File: config.mk
export PLATFORM = sky130hd
export DESIGN_NAME = c_escape_sequence_decoder
export DESIGN_NICKNAME = d
export VERILOG_FILES = /design/src/hw/rtl/ced_pkg.sv /design/src/hw/rtl/c_escape_sequence_decoder.sv /design/src/hw/rtl/ced_step.sv
export SDC_FILE = /design/constraint.sdc
export NUM_CORES = 1
export LEC_CHECK = 0
export ABC_AREA = 0
export BUFFER_PORTS_ARGS = -buffer_cell sky130_fd_sc_hd__buf_2
export CAP_MARGIN = 30
export CORE_MARGIN = 2
export CORE_UTILIZATION = 56
export CTS_BUF_LIST = sky130_fd_sc_hd__clkbuf_8
export CTS_CLUSTER_SIZE = 40
export DETAILED_ROUTE_END_ITERATION = 10
export HOLD_SLACK_MARGIN = 0.06
export PLACE_DENSITY = 0.75
export SETUP_SLACK_MARGIN = 0.3
export SLEW_MARGIN = 40
export SYNTH_ARGS = -nofsm -noshare
export SYNTH_HDL_FRONTEND = slang
export SYNTH_SLANG_ARGS = --single-unit
File: constraint.sdc
create_clock -name clk -period 4.4 [get_ports clk]
set_input_delay 0.88 -clock clk [delete_from_list [all_inputs] [get_ports clk]]
set_output_delay 0.88 -clock clk [all_outputs]
set_load 0.05 [all_outputs]
File: src/hw/rtl/ced_pkg.sv
`timescale 1ns / 1ps

package ced_pkg;

    localparam int LINE_COUNT_BITS_DEF = 16;
    localparam int SLOT_COUNT          = 3;

    localparam logic [7:0] CHAR_BACKSLASH = 8'h5C;
    localparam logic [7:0] CHAR_NEWLINE   = 8'h0A;
    localparam logic [7:0] CHAR_X         = 8'h78;

    localparam logic [2:0] STATUS_OK         = 3'd0;
    localparam logic [2:0] STATUS_END_AFTER_BS = 3'd1;
    localparam logic [2:0] STATUS_BAD_HEX    = 3'd2;
    localparam logic [2:0] STATUS_HEX_RANGE  = 3'd3;
    localparam logic [2:0] STATUS_OCT_RANGE  = 3'd4;

    typedef enum logic [2:0] {
        MODE_NORMAL   = 3'd0,
        MODE_AFTER_BS = 3'd1,
        MODE_AFTER_X  = 3'd2,
        MODE_HEX      = 3'd3,
        MODE_OCT      = 3'd4,
        MODE_DEAD     = 3'd5
    } mode_t;

    typedef struct packed {
        mode_t      mode;
        logic [8:0] accum;
        logic [2:0] err;
    } parse_state_t;

    typedef struct packed {
        logic [7:0]  out_byte;
        logic        is_status;
        logic [2:0]  status_code;
        logic [15:0] line_offset;
        logic        run_end;
    } result_t;

endpackage

File: src/hw/rtl/c_escape_sequence_decoder.sv
`timescale 1ns / 1ps

// c escape sequence decoder
// s_* carries the escaped text one byte per transaction, s_tlast marks the
// final byte of a text. m_* carries the decoded bytes and, after the final
// byte, one status transaction (m_tuser high) with the error code and the
// newline count. m_tlast is high on the last result caused by an input byte.
// results of a byte are registered and appear on m_* in the cycle after it is accepted.
// one byte per cycle while each byte causes at most one result and m_tready
// is high; a byte that causes two or three results holds s_tready low while
// the three-entry result buffer drains, one per cycle while m_tready is high.
// a byte that causes no result (backslash, digits, dropped bytes after an
// error) leaves the result buffer empty.
// when the receiver stalls, results wait in the buffer and s_tready drops
// once the buffer holds a result that will not leave in this cycle.
// reset clears the parse state, the newline count and the result buffer;
// after the status transaction the parser is back in its reset state.
module c_escape_sequence_decoder #(
    parameter int LINE_COUNT_BITS = ced_pkg::LINE_COUNT_BITS_DEF
) (
    input  logic        clk,
    input  logic        rst_n,
    input  logic        s_tvalid,
    output logic        s_tready,
    input  logic [7:0]  s_tdata,   // in_byte[7:0]
    input  logic        s_tlast,   // in_last
    output logic        m_tvalid,
    input  logic        m_tready,
    output logic [31:0] m_tdata,   // out_byte[7:0], status_code[10:8], line_offset[26:11]
    output logic        m_tuser,   // is_status
    output logic        m_tlast    // run_end
);
    import ced_pkg::*;

    parse_state_t               state_reg, state_next;
    logic [LINE_COUNT_BITS-1:0] lines_reg, lines_next;
    logic [1:0]                 cnt_reg;
    result_t                    slot_reg [SLOT_COUNT];
    result_t                    step_res [SLOT_COUNT];
    logic [1:0]                 step_count;
    logic                       in_xfer, out_xfer;

    ced_step #(
        .LINE_COUNT_BITS (LINE_COUNT_BITS)
    ) u_step (
        .state_cur (state_reg),
        .lines_cur (lines_reg),
        .in_byte   (s_tdata),
        .in_last   (s_tlast),
        .state_nxt (state_next),
        .lines_nxt (lines_next),
        .res_count (step_count),
        .res       (step_res)
    );

    assign m_tvalid = (cnt_reg != 2'd0);
    assign out_xfer = m_tvalid && m_tready;
    // accept when the buffer is empty or its only entry leaves now
    assign s_tready = (cnt_reg == 2'd0) || ((cnt_reg == 2'd1) && m_tready);
    assign in_xfer  = s_tvalid && s_tready;

    assign m_tdata = {5'd0, slot_reg[0].line_offset, slot_reg[0].status_code,
                      slot_reg[0].out_byte};
    assign m_tuser = slot_reg[0].is_status;
    assign m_tlast = slot_reg[0].run_end;

    always_ff @(posedge clk or negedge rst_n)
    begin
        if (!rst_n) begin
            state_reg <= '{mode: MODE_NORMAL, accum: 9'd0, err: STATUS_OK};
            lines_reg <= '0;
            cnt_reg   <= 2'd0;
        end else if (in_xfer) begin
            state_reg <= state_next;
            lines_reg <= lines_next;
            cnt_reg   <= step_count;
        end else if (out_xfer) begin
            cnt_reg   <= cnt_reg - 2'd1;
        end
    end

    always_ff @(posedge clk)
    begin
        if (in_xfer) begin
            for (int i = 0; i < SLOT_COUNT; i++) slot_reg[i] <= step_res[i];
        end else if (out_xfer) begin
            for (int i = 0; i < SLOT_COUNT - 1; i++) slot_reg[i] <= slot_reg[i + 1];
        end
    end

endmodule

File: src/hw/rtl/ced_step.sv
`timescale 1ns / 1ps

module ced_step #(
    parameter int LINE_COUNT_BITS = ced_pkg::LINE_COUNT_BITS_DEF
) (
    input  ced_pkg::parse_state_t       state_cur,
    input  logic [LINE_COUNT_BITS-1:0]  lines_cur,
    input  logic [7:0]                  in_byte,
    input  logic                        in_last,
    output ced_pkg::parse_state_t       state_nxt,
    output logic [LINE_COUNT_BITS-1:0]  lines_nxt,
    output logic [1:0]                  res_count,
    output ced_pkg::result_t            res [ced_pkg::SLOT_COUNT]
);
    import ced_pkg::*;

    localparam int WIDE_BITS = (LINE_COUNT_BITS > 16) ? LINE_COUNT_BITS : 16;
    localparam logic [LINE_COUNT_BITS-1:0] LINES_MAX = '1;

    // {valid, value}
    function automatic logic [4:0] hex_lookup(input logic [7:0] b);
        logic [4:0] r;
        r = 5'd0;
        if (b >= 8'h30 && b <= 8'h39) r = {1'b1, 4'(b - 8'h30)};
        else if (b >= 8'h41 && b <= 8'h46) r = {1'b1, 4'(b - 8'h37)};
        else if (b >= 8'h61 && b <= 8'h66) r = {1'b1, 4'(b - 8'h57)};
        return r;
    endfunction

    function automatic logic [7:0] simple_escape(input logic [7:0] b);
        logic [7:0] r;
        case (b)
            8'h61:   r = 8'h07;
            8'h62:   r = 8'h08;
            8'h74:   r = 8'h09;
            8'h6E:   r = 8'h0A;
            8'h76:   r = 8'h0B;
            8'h66:   r = 8'h0C;
            8'h72:   r = 8'h0D;
            default: r = b;
        endcase
        return r;
    endfunction

    function automatic result_t data_result(input logic [7:0] b);
        result_t r;
        r = '0;
        r.out_byte = b;
        return r;
    endfunction

    logic [WIDE_BITS-1:0] lines_wide;
    logic [15:0]          lines_sat;
    logic [4:0]           hex_d;
    logic                 oct_ok;
    logic [11:0]          acc_grown;

    assign hex_d  = hex_lookup(in_byte);
    assign oct_ok = (in_byte >= 8'h30) && (in_byte <= 8'h37);

    always_comb
    begin
        parse_state_t st;
        logic [LINE_COUNT_BITS-1:0] ln;
        logic [1:0] n;
        logic [3:0] dig;
        logic dig_ok;
        logic plain;
        logic [2:0] code;

        st    = state_cur;
        ln    = lines_cur;
        n     = 2'd0;
        plain = 1'b0;
        dig   = 4'd0;
        dig_ok = 1'b0;
        acc_grown = 12'd0;
        lines_wide = '0;
        lines_sat  = 16'd0;
        code  = STATUS_OK;
        for (int i = 0; i < SLOT_COUNT; i++) res[i] = '0;

        case (state_cur.mode)
            MODE_DEAD:
            begin
            end
            MODE_AFTER_BS:
            begin
                if (in_byte == CHAR_X) begin
                    st.mode = MODE_AFTER_X;
                end else if (oct_ok) begin
                    st.accum = {6'd0, in_byte[2:0]};
                    st.mode  = MODE_OCT;
                end else begin
                    if (in_byte == CHAR_NEWLINE && ln != LINES_MAX) ln = ln + 1'b1;
                    res[n] = data_result(simple_escape(in_byte));
                    n = n + 2'd1;
                    st.mode = MODE_NORMAL;
                end
            end
            MODE_AFTER_X:
            begin
                if (hex_d[4]) begin
                    st.accum = {5'd0, hex_d[3:0]};
                    st.mode  = MODE_HEX;
                end else begin
                    st.err  = STATUS_BAD_HEX;
                    st.mode = MODE_DEAD;
                end
            end
            MODE_HEX, MODE_OCT:
            begin
                if (state_cur.mode == MODE_HEX) begin
                    dig_ok = hex_d[4];
                    dig    = hex_d[3:0];
                    acc_grown = {state_cur.accum[7:0], 4'd0} + {8'd0, dig};
                end else begin
                    dig_ok = oct_ok;
                    dig    = {1'b0, in_byte[2:0]};
                    acc_grown = {1'b0, state_cur.accum[7:0], 3'd0} + {8'd0, dig};
                end
                if (dig_ok) begin
                    if (acc_grown >= 12'd256) begin
                        st.accum = 9'd256;
                        st.err   = (state_cur.mode == MODE_HEX) ? STATUS_HEX_RANGE
                                                                : STATUS_OCT_RANGE;
                        st.mode  = MODE_DEAD;
                    end else begin
                        st.accum = acc_grown[8:0];
                    end
                end else begin
                    res[n] = data_result(state_cur.accum[7:0]);
                    n = n + 2'd1;
                    st.accum = 9'd0;
                    st.mode  = MODE_NORMAL;
                    plain    = 1'b1;
                end
            end
            default:
            begin
                plain = 1'b1;
            end
        endcase

        if (plain) begin
            if (in_byte == CHAR_BACKSLASH) begin
                st.mode = MODE_AFTER_BS;
            end else begin
                if (in_byte == CHAR_NEWLINE && ln != LINES_MAX) ln = ln + 1'b1;
                res[n] = data_result(in_byte);
                n = n + 2'd1;
            end
        end

        if (in_last) begin
            case (st.mode)
                MODE_DEAD:     code = st.err;
                MODE_AFTER_BS: code = STATUS_END_AFTER_BS;
                MODE_AFTER_X:  code = STATUS_BAD_HEX;
                default:       code = STATUS_OK;
            endcase
            if (st.mode == MODE_HEX || st.mode == MODE_OCT) begin
                res[n] = data_result(st.accum[7:0]);
                n = n + 2'd1;
            end
            lines_wide = WIDE_BITS'(ln);
            lines_sat  = (lines_wide > WIDE_BITS'(16'hFFFF)) ? 16'hFFFF : lines_wide[15:0];
            res[n] = '0;
            res[n].is_status   = 1'b1;
            res[n].status_code = code;
            res[n].line_offset = lines_sat;
            n = n + 2'd1;
            st.mode  = MODE_NORMAL;
            st.accum = 9'd0;
            st.err   = STATUS_OK;
            ln       = '0;
        end

        if (n != 2'd0) res[n - 2'd1].run_end = 1'b1;

        state_nxt = st;
        lines_nxt = ln;
        res_count = n;
    end

endmodule

==> results_dict.tcl, run 1 <==
set metrics [dict create \
    wl_per_cell_um 18.98 \
    outcome "finished, final reports clean" \
    io_pins 49 \
    fillCellCount 1018 \
    report.final.setup_viol 0 \
    drt-initial-drc-count 727 \
    cts_made_buffers 17 \
    cp.arrival_ps 4150 \
    cts_max_level 4 \
    num_antenna_cells 0 \
    hold_violations 0 \
    cts_setup_buffers 0 \
    fin_total_pwr_mw 3.961 \
    startpoint_type "primary input" \
    rsz0062_at_grt "true" \
    drc 0 \
    grt_antenna_before_repair 0 \
    yosysWarningCount 0 \
    synth.distinct_cells 86 \
    finClkSkew_ps 13.47 \
    via_count 6130 \
    grt_pass1_wl_um 30140 \
    final_util 0.6618 \
    seq_area_um2 3413 \
    critPathKind "in -> reg" \
    clock_latency_ps 450 \
    ys_seq_elements 119 \
    cts_tree "done" \
    track_usage 0.2726 \
    synthArstFlopShare 0.2689 \
    dpl-instance-area_um2 7969 \
    clk_pin_slew_ps 80 \
    clock_sinks 119 \
    tightest_slew_ps 753.5 \
    critPathCaptureType "register" \
    drv_slew 0 \
    nets 833 \
    max_freq_mhz 252.1 \
    largest_reg_flops 87 \
    crit_fanout 4 \
    p_leak_nw 3.150 \
    num_rows 41 \
    dieArea_um2 14090 \
    grt_pass1_vias 5574 \
    fin_crit_ps 3967 \
    synth-seq-area-share 0.4634 \
    portBuffers 43 \
    cp.required_ps 4580 \
    multi_input_area_um2 3657 \
    worstSetupStartpoint "s_tdata[1]" \
    synth_flop_cell "edfxtp_1" \
    coreArea_um2 12720 \
    ant_nets 0 \
    grt_max_degree 53 \
    die_width_um 118.7 \
    r2r-end "slot_reg[0][41]$_DFFE_PP_" \
    worst_ir_drop_vdd_mv 0.2051 \
    ff2ff_path_depth 12 \
    final_layout_size_suffix_gt1_frac 0.2375 \
    cts_buffer_depth 2 \
    regToRegStartpoint "lines_reg[0]$_DFFE_PN0P_" \
    synthCells 757 \
    final_cell_area_um2 8419 \
    syn_area_um2 7366 \
    synthToLayoutAreaGrowth_pct 14.30 \
    synth_enable_flop_cells 87 \
    hold_buffers 0 \
    period_share 0.9016 \
    finalWeightedCongestion 0.9038 \
    slew_headroom 0.4977 \
    drtPass1Iterations 5 \
    avgViaCountPerCell 6.198 \
    place_hpwl_um 13870 \
    cellPowerDensity_nw_per_um2 470.5 \
    wirelength_um 18770 \
    maxCapViolations 0 \
    gr-total-overflow 0 \
    cts_root_buf "clkbuf_8" \
    r2r_slack_ps 530 \
    initial_core_util 0.5790 \
    syn_avg_cell_area_um2 9.730 \
    fp.dieH_um 118.7 \
    hold_class "in -> async" \
]
-- worst max-delay path by stage --
stage	to
after global routing	slot_reg[0][56]$_DFFE_PP_
after global placement	slot_reg[0][24]$_DFFE_PP_
final	slot_reg[0][27]$_DFFE_PP_
after detailed placement	slot_reg[0][24]$_DFFE_PP_
after CTS	slot_reg[0][24]$_DFFE_PP_
after floorplan	slot_reg[0][26]$_DFFE_PP_
-- synth_stat cells (10+ instances only) --
| cell type | count | share of area |
|---|---|---|
| buf_4 | 32 | 0.033 |
| nand3_1 | 16 | 0.011 |
| a22o_1 | 35 | 0.042 |
| edfxtp_1 | 87 | 0.35 |
| inv_1 | 22 | 0.011 |
| nor3_1 | 13 | 0.0088 |
| buf_2 | 10 | 0.0068 |
| o21ai_0 | 56 | 0.038 |
| a22oi_1 | 13 | 0.013 |
| xnor2_1 | 18 | 0.021 |
| nor2_1 | 50 | 0.025 |
| dfrtp_1 | 32 | 0.11 |
| nand2_1 | 95 | 0.048 |
| clkbuf_1 | 32 | 0.016 |
| and2_1 | 16 | 0.014 |
| a21oi_1 | 35 | 0.024 |
| ha_1 | 15 | 0.025 |
-- power breakdown --
part           switching (mW)  internal, mW
combinational            1.02         0.326
sequential             0.0856          1.61
clock                   0.468         0.445
total                    1.58          2.38
-- layout make-up --
type / count / share of cell area
flip-flops and latches: 119 / 0.4054
well taps: 172 / 0.02556
inverters: 22 / 0.01070
clock buffers: 17 / 0.02779
multi-input cells: 541 / 0.4344
repair buffers: 104 / 0.08099
clock inverters: 14 / 0.01516
-- worst max-delay path: stages --
cell      delay (ps)
clkbuf_4         150
inv_8             40
ha_4             150
or4b_4           530
nand4_1          100
o21ai_2          100
o32ai_4          310
or2_4            190
ha_4             200
a21oi_4          140
inv_2             70
ha_4             260
o21ai_2           50
inv_2             80
ha_4             140
nand2_4           60
nand2_4          110
nor2_2            80
a222oi_1         350
o21ai_1          130
-- routing by layer --
metal,GRT usage,vias to the layer above,share of wire
met5,0,-,0
met4,0.07068,0,0.0096
met3,0.05068,19,0.087
met2,0.4030,320,0.45
met1,0.4122,2915,0.45
li1,-,2876,-
-- metrics by stage --
step	TNS, ps	hold slack (ps)	cells	worst slack, ps
2_1_floorplan	-546.7	472.4	761	-62.50
3_3_place_gp	-16.53	492.7	958	-16.53
3_5_place_dp	-3729	508.8	958	-149.2
4_1_cts	0	523.0	989	323.0
5_1_grt	0	408.2	989	236.3
6_report	0	391.2	989	433.0
-- timing repair --
item                       4_1_cts  5_1_grt
resized for setup                0       25
hold endpoints to repair         0        0
setup endpoints to repair        0       50
-- cells in the final DEF, fill, tap and decap left out, types with 32 or more instances in the layout --
cell | synthesis | routed
buf_4 | 32 | 61
o21ai_0 | 56 | 53
dfrtp_1 | 32 | 32
buf_2 | 10 | 41
a22o_1 | 35 | 35
edfxtp_1 | 87 | 87
a21oi_1 | 35 | 34
nor2_1 | 50 | 45
nand2_1 | 95 | 91
-- kinds of logic after synthesis --
logic type | count (synthesis) | synth area share
muxes | 6 | 0.008324
buffers and inverters | 101 | 0.07151
AOI/OAI and AO/OA | 215 | 0.2015
xor gates and xnor gates | 24 | 0.02956
adders and majority gates | 15 | 0.02548
and+or+nand+nor | 276 | 0.1998
other | 1 | 0.0005091
DFF | 119 | 0.4634
(Power assumes the default switching activity.)
==> inputs of run 2 (changes only) <==
--- a/config.mk
+++ b/config.mk
@@ -8,7 +8,7 @@
 export ABC_AREA = 0
 export BUFFER_PORTS_ARGS = -buffer_cell sky130_fd_sc_hd__buf_2
 export CAP_MARGIN = 30
-export CORE_MARGIN = 2
+export CORE_MARGIN = 1
 export CORE_UTILIZATION = 56
 export CTS_BUF_LIST = sky130_fd_sc_hd__clkbuf_8
 export CTS_CLUSTER_SIZE = 40
==> run 2 against run 1 <==
Utilization rose by 0.61 points; worst setup slack got worse by 11 ps; fmax fell by 0.28%; total power about the same; register-to-register slack better by 80 ps; flip-flop and latch count stayed put; clock skew about the same; count of clock-buffer cells in the layout did not move; critical endpoint unchanged; largest power group unchanged.
==> results_dict.tcl, run 2 (synthesis results as in run 1) <==
set metrics [dict create \
    outcome "finished, final reports clean" \
    dieArea_um2 13620 \
    drc 0 \
    finalWeightedCongestion 0.9039 \
    top_usage_layer "met2" \
    grtUsageMet2 0.4331 \
    grt_max_degree 65 \
    critPathMostFrequentCell "ha_4" \
    maxCapViolations 0 \
    hold_class "in -> async" \
    wirelength_um 19130 \
    final_cell_mix "nand2_1, edfxtp_1, buf_4, o21ai_0, nor2_1" \
    coreArea_um2 12720 \
    fillCellCount 1015 \
    path_cells "buf_2 > ha_4 > or4b_4 > nand4_1 > o21ai_2 > o32ai_4 > or2_4 > ha_4 > a21oi_4 > inv_2 > ha_4 > o21ai_2 > inv_1 > ha_2 > nand2_2 > nand2_4 > nor2_1 > a222oi_1 > o21ai_1" \
    wl_per_cell_um 19.05 \
    hold_buffers 0 \
    finClkSkew_ps 13.97 \
    clk_pin_slew_ps 80 \
    max_stage_delay_ps 530 \
    grtUsageMet3 0.08095 \
    via_count 6185 \
    layout_commonest_cell "nand2_1" \
    critPathKind "in -> reg" \
    ant_nets 0 \
    rsz0062_at_grt "true" \
    cts_made_buffers 17 \
    cts_max_level 4 \
    cts_setup_buffers 0 \
    num_antenna_cells 0 \
    slew_headroom 0.4440 \
    p_leak_nw 3.219 \
    max_freq_mhz 251.4 \
    final_layout_size_suffix_gt1_frac 0.2488 \
    hold_violations 0 \
    tightest_slew_ps 834.1 \
    worst_ir_drop_vdd_mv 0.2207 \
    gr-total-overflow 0 \
    clock_latency_ps 450 \
    fin_total_pwr_mw 3.957 \
    io_pins 49 \
    cp.arrival_ps 4160 \
    startpoint_type "primary input" \
    final_util 0.6679 \
    largest_reg_flops 87 \
    period_share 0.9042 \
    cellPowerDensity_nw_per_um2 465.7 \
    fin_crit_ps 3978 \
    num_rows 41 \
    fp.dieH_um 116.7 \
    grt_use_met1 0.4330 \
    cp.required_ps 4580 \
    clock_sinks 119 \
    synthToLayoutAreaGrowth_pct 15.36 \
    cts_buffer_depth 2 \
    cts_tree "done" \
    avgViaCountPerCell 6.160 \
    initial_core_util 0.5790 \
    place_hpwl_um 14070 \
    cts_root_buf "clkbuf_8" \
    drtPass1Iterations 5 \
    grt_pass1_vias 5794 \
    drv_slew 0 \
    cp_slowest_cell "or4b_4" \
    portBuffers 43 \
    grt_antenna_before_repair 0 \
    crit_fanout 6 \
    critPathCaptureType "register" \
    report.final.setup_viol 0 \
    nets 847 \
    track_usage 0.2998 \
    die_width_um 116.7 \
    drt-initial-drc-count 656 \
    grt_pass1_wl_um 30440 \
]
==> run 2: cell types whose count changed in the layout (fill, tap and decap cells not counted), moves of 2 or more <==
cell | previous run | this run
nor4_1 | 6 | 4
buf_4 | 61 | 76
nor4_2 | 1 | 3
inv_2 | 3 | 1
clkinv_4 | 3 | 1
inv_1 | 18 | 20
==> run 2: final timing paths <==
path                       cells after the start                         to  slack, ps                       from
setup / recovery                              19  slot_reg[0][27]$_DFFE_PP_        420                 s_tdata[0]
hold / removal                                 1   lines_reg[0]$_DFFE_PN0P_        390                      rst_n
setup reg to reg                              14  slot_reg[0][31]$_DFFE_PP_        610   lines_reg[0]$_DFFE_PN0P_
hold reg to reg                                2   slot_reg[0][6]$_DFFE_PP_        530  slot_reg[0][35]$_DFFE_PP_
max in group asynchronous                      1   lines_reg[0]$_DFFE_PN0P_       3660                      rst_n
min in group clk                               2   slot_reg[0][6]$_DFFE_PP_        530  slot_reg[0][35]$_DFFE_PP_
==> run 2: power breakdown <==
group	internal (mW)	total, mW	switching (mW)	leakage, nW
combinational	0.326	1.35	1.02	1.73
sequential	1.61	1.69	0.0816	1.31
clock	0.445	0.916	0.471	0.180
==> run 2: final cells by class <==
cell class,instances,area (um^2),share of cell area
Timing Repair Buffer,118,780.7,0.09189
Clock buffer,17,234.0,0.02754
Sequential cell,119,3415,0.4019
Multi-Input combinational cell,541,3632,0.4275
Inverter,22,92.59,0.01090
Tap cell,172,215.2,0.02533
Clock inverter,15,127.6,0.01502
==> run 2: timing repair <==
action | 4_1_cts | 5_1_grt
endpoints found under the setup margin | 1 | 45
gates resized for setup | 1 | 19
pin swaps | 0 | 3
hold endpoints to repair | 0 | 0
==> run 2: metal layers <==
layer	part of all wire	vias up	routed length, um
met3	0.095	31	1811
li1	-	2907	-
met5	0	-	0
met4	0.018	0	335
met1	0.46	2930	8772
met2	0.43	317	8210
==> run 2: worst max-delay path: cells and delay by family <==
kind                     cells  cell delay [ps]
AO/OA/AOI/OAI                6             1010
AND/OR/NAND/NOR              6             1110
adder cells (fa/ha/maj)      4              830
buffers and inverters        3              300
==> run 2: metrics by stage <==
stage               worst slack (ps)  setup TNS (ps)  area (um^2)  hold slack (ps)  std cells
floorplan                     -62.50          -546.7         7553            472.4        761
global placement              -106.7          -277.8         8066            497.7        972
detailed placement            -179.5           -1422         8074            506.3        972
CTS                            365.9               0         8436            531.2       1004
global route                   246.6               0         8497            406.2       1004
finish                         421.7               0         8497            388.5       1004
